==> src/rtl/dfd_isqrt.sv <==
// bit-pair floor square root, one result bit per cycle
module dfd_isqrt #(
  parameter int DW = 50
) (
  input  logic                  clk,
  input  logic                  rst,
  input  logic                  start,
  input  logic [DW-1:0]         value,
  output logic                  done,
  output logic [(DW+1)/2-1:0]   root
);

  localparam int K  = (DW + 1) / 2;
  localparam int SW = 2 * K;
  localparam int CW = $clog2(K + 1);

  logic [SW-1:0] rem;
  logic [SW-1:0] res;
  logic [SW-1:0] bitm;
  logic [CW-1:0] cnt;
  logic          run;
  logic [SW-1:0] trial;

  assign trial = res + bitm;
  assign root  = res[K-1:0];

  always_ff @(posedge clk) begin
    if (rst) begin
      run  <= 1'b0;
      done <= 1'b0;
      cnt  <= '0;
    end else begin
      done <= 1'b0;
      if (start) begin
        rem  <= SW'(value);
        res  <= '0;
        bitm <= SW'(1) << (SW - 2);
        cnt  <= CW'(K);
        run  <= 1'b1;
      end else if (run) begin
        if (rem >= trial) begin
          rem <= rem - trial;
          res <= (res >> 1) + bitm;
        end else begin
          res <= res >> 1;
        end
        bitm <= bitm >> 2;
        cnt  <= cnt - CW'(1);
        if (cnt == CW'(1)) begin
          run  <= 1'b0;
          done <= 1'b1;
        end
      end
    end
  end

endmodule

==> config.mk <==
export PLATFORM = sky130hd
export DESIGN_NAME = dfd_isqrt
export DESIGN_NICKNAME = d
export VERILOG_FILES = /design/src/rtl/dfd_isqrt.sv
export SDC_FILE = /design/constraint.sdc
export NUM_CORES = 1
export LEC_CHECK = 0
export BUFFER_PORTS_ARGS = -buffer_cell sky130_fd_sc_hd__clkbuf_2
export CAP_MARGIN = 20
export CORE_ASPECT_RATIO = 1.4
export CORE_MARGIN = 2
export CORE_UTILIZATION = 65
export DETAILED_ROUTE_END_ITERATION = 7
export HOLD_SLACK_MARGIN = 0.03
export PLACE_DENSITY = 0.85
export SETUP_SLACK_MARGIN = 0.4
export SKIP_CTS_REPAIR_TIMING = 1
export SLEW_MARGIN = 40
export SYNTH_ARGS = -nofsm -noshare
export SYNTH_HDL_FRONTEND = slang
export SYNTH_SLANG_ARGS = --single-unit
==> constraint.sdc <==
create_clock -name clk -period 13.54 [get_ports clk]
set_input_delay 2.031 -clock clk [delete_from_list [all_inputs] [get_ports clk]]
set_output_delay 2.031 -clock clk [all_outputs]
set_load 0.01 [all_outputs]
==> flow_summary.json <==
{
  "status": "complete, no violations",
  "seq_power_share": 0.299,
  "power_density_mw_per_mm2": 151.1,
  "synth_top_cells_by_area": "edfxtp_1 32%, ha_1 11%, nand2_1 5.1%",
  "cts_buffers": 17,
  "hold_path.class": "register to register",
  "final_nets": 1545,
  "dp_cells": 1608,
  "cap_violations": 0,
  "num_vias": 10710,
  "grt_pass1_vias": 10640,
  "start_util": 0.6610,
  "wire_per_inst_microns": 19.28,
  "hold_viol_final": 0,
  "grt_overflow": 0,
  "grt_use_met2": 0.6064,
  "place_congestion": 0.9972,
  "stdcell_count": 1640,
  "slew_headroom": 0.4517,
  "syn_area_sq_mm": 0.01185,
  "ioPinCount": 79,
  "reg2reg_slack_ns": 7.19,
  "antenna_found_initial": 0,
  "clk_pin_slew_ns": 0.06,
  "synth_cell_types": 71,
  "port_buffers": 78,
  "r2r_cells": 21,
  "area_growth_pct": 7.993,
  "cts_root_buffer": "clkbuf_16",
  "holdPathEnd": "cnt[1]",
  "synth-seq-area-share": 0.3286,
  "fmax_mhz": 157.4,
  "grtUsageMet1": 0.3547,
  "final_cell_mix": "161 x nand2_1, 125 x edfxtp_1, 108 x o21ai_0, 105 x nor2_1, 104 x ha_1",
  "syn_inst": 1360,
  "reg2reg_to": "res[23]",
  "worstMarginPinSlew_ns": 0.8204,
  "startpoint_type": "register",
  "synth_top_area_cell": "edfxtp_1",
  "startpoint": "res[6]",
  "grt-busiest-layer": "met2",
  "dp_hpwl_mm": 23.52,
  "p_clk_frac": 0.245,
  "synth_warnings": 0,
  "layout_commonest_cell": "nand2_1",
  "totalWireLength_mm": 31.63,
  "grt_max_degree": 97,
  "min_from": "cnt[1]",
  "cts_tree": "done",
  "tns_ns": 0,
  "viasPerCell": 6.532,
  "synth_nets": 1518,
  "ir_worst_vdd_mv": 0.08999,
  "min_period_ns": 6.352,
  "rsz0062_at_grt": "false",
  "die_h_microns": 163.8,
  "cts_sinks": 132,
  "ys_ff_latch": 132,
  "setup_violations": 0,
  "cts_max_level": 4,
  "dieArea_sq_mm": 0.01934,
  "firstDrtPassIters": 6,
  "period_share": 0.4692,
  "clock_path_buffers": 2,
  "drive_above_1_share": 0.1179,
  "switching_power_uw": 773.9,
  "clock_latency_ns": 0.43,
  "use_met3": 0.05313,
  "synthArstFlopShare": 0,
  "drcViolationCount": 0,
  "antennaDiodeCount": 0,
  "grt_use_total": 0.3321,
  "grt_pass1_wl_mm": 51.49,
  "swShare": 0.4002,
  "synth_edf_count": 125,
  "num_rows": 58,
  "first_iter_violations": 820,
  "holdPathStages": 2,
  "pwr-share-comb": 0.456,
  "r2r-start": "res[6]",
  "yosys.area.top_type_share": 0.3168,
  "fin_skew_ns": 0.007254,
  "syn_area_per_cell_sq_um": 8.712,
  "critPathArrivalTime_ns": 6.53,
  "power.internal_mw": 1.160,
  "p_leak_nw": 5.003,
  "core_area_sq_mm": 0.01792,
  "ant_nets": 0,
  "die_x_microns": 118.1,
  "crit_type": "register to register",
  "slew_violations": 0,
  "required_ns": 13.72,
  "critical_path.endpoint_type": "register",
  "critPathMaxFanout": 56,
  "synth-main-ff-cell": "edfxtp_1"
}
-- critical path, stage by stage (launching register included) --
cell	delay, ns
edfxtp_1	0.49
ha_1	0.41
nand2_1	0.10
o31ai_1	0.54
a221oi_1	0.26
o31ai_1	0.55
a21bo_2	0.23
a31oi_1	0.16
o31ai_1	0.25
nand2_1	0.10
xor2_1	0.18
ha_1	0.46
a21o_1	0.16
a21o_1	0.12
nor2_1	0.05
and3_1	0.25
a32o_1	0.27
a211oi_4	0.32
or2_2	0.17
buf_4	0.48
o21ai_1	0.17
mux2_1	0.34
-- power groups by stage --
stage	Clock [mW]	Sequential (mW)	Combinational (mW)
after global routing	0.492	0.583	0.973
after detailed placement	0	0.584	0.855
final	0.474	0.578	0.881
after CTS	0.475	0.576	0.868
after global placement	0	0.582	0.839
after floorplan	0	0.564	0.687
-- cell usage after synthesis (14+ instances only) --
cell type  number
o31ai_1        14
nand3_1        29
buf_4          27
nor2_1        106
nor2b_1        46
o21bai_1       22
a31oi_1        43
a21o_1         38
nand4_1        31
o21ai_0       108
ha_1          104
xnor2_1        57
xor2_1         62
inv_1          21
clkbuf_1       36
edfxtp_1      125
nor3_1         23
a21oi_1        97
a31o_2         18
a211oi_1       28
nand2_1       161
-- area by class of cell --
type	instances	area, sq um
fill	1417	5129
multi-input combinational	1129	7480
timing repair buffer	85	449.2
tap	240	300.3
sequential	132	3894
clock inverter	12	153.9
inverter	22	82.58
clock buffer	20	436.7
-- sequential cells by signal, summed over array words and instances, names as in the netlist --
signal,cells
bitm,25
cnt,5
done,1
rem,50
res,50
run,1
-- metrics by stage --
step	setup slack [ns]	area, sq um	utilization	power (mW)	hold WS (ns)
after floorplan	3.632	11850	-	1.252	0.4686
after global placement	7.544	12200	0.6807	1.422	0.4847
after detailed placement	7.321	12210	0.6809	1.439	0.5220
after CTS	7.288	12800	0.7139	1.919	0.5300
after global routing	6.790	12800	0.7139	2.047	0.5402
final	7.188	12800	0.7139	1.934	0.5183
-- worst max-delay path by stage --
stage	cells after the start	slack, ns	end
2_1_floorplan	4	3.63	rem[0]
5_1_grt	21	6.79	res[23]
6_report	21	7.19	res[23]
4_1_cts	21	7.29	res[23]
3_5_place_dp	21	7.32	res[23]
3_3_place_gp	21	7.54	res[23]
-- per-layer routing --
layer  wire length (microns)  part of all wire
met2                   16290              0.52
met1                   11550              0.37
met3                    1824             0.058
met5                       0                 0
met4                    1966             0.062
-- logic make-up (layout without fill, tap and decap cells) --
kind of cell,after synthesis,count (layout),synth area share
mux,9,9,0.008448
xor+xnor,119,119,0.08796
fa+ha+maj,105,105,0.1115
flops,132,132,0.3286
compound gates,430,430,0.2351
buf+inv,99,139,0.04171
simple gates,466,466,0.1867
Note: power is estimated with default switching activity, not from simulation.
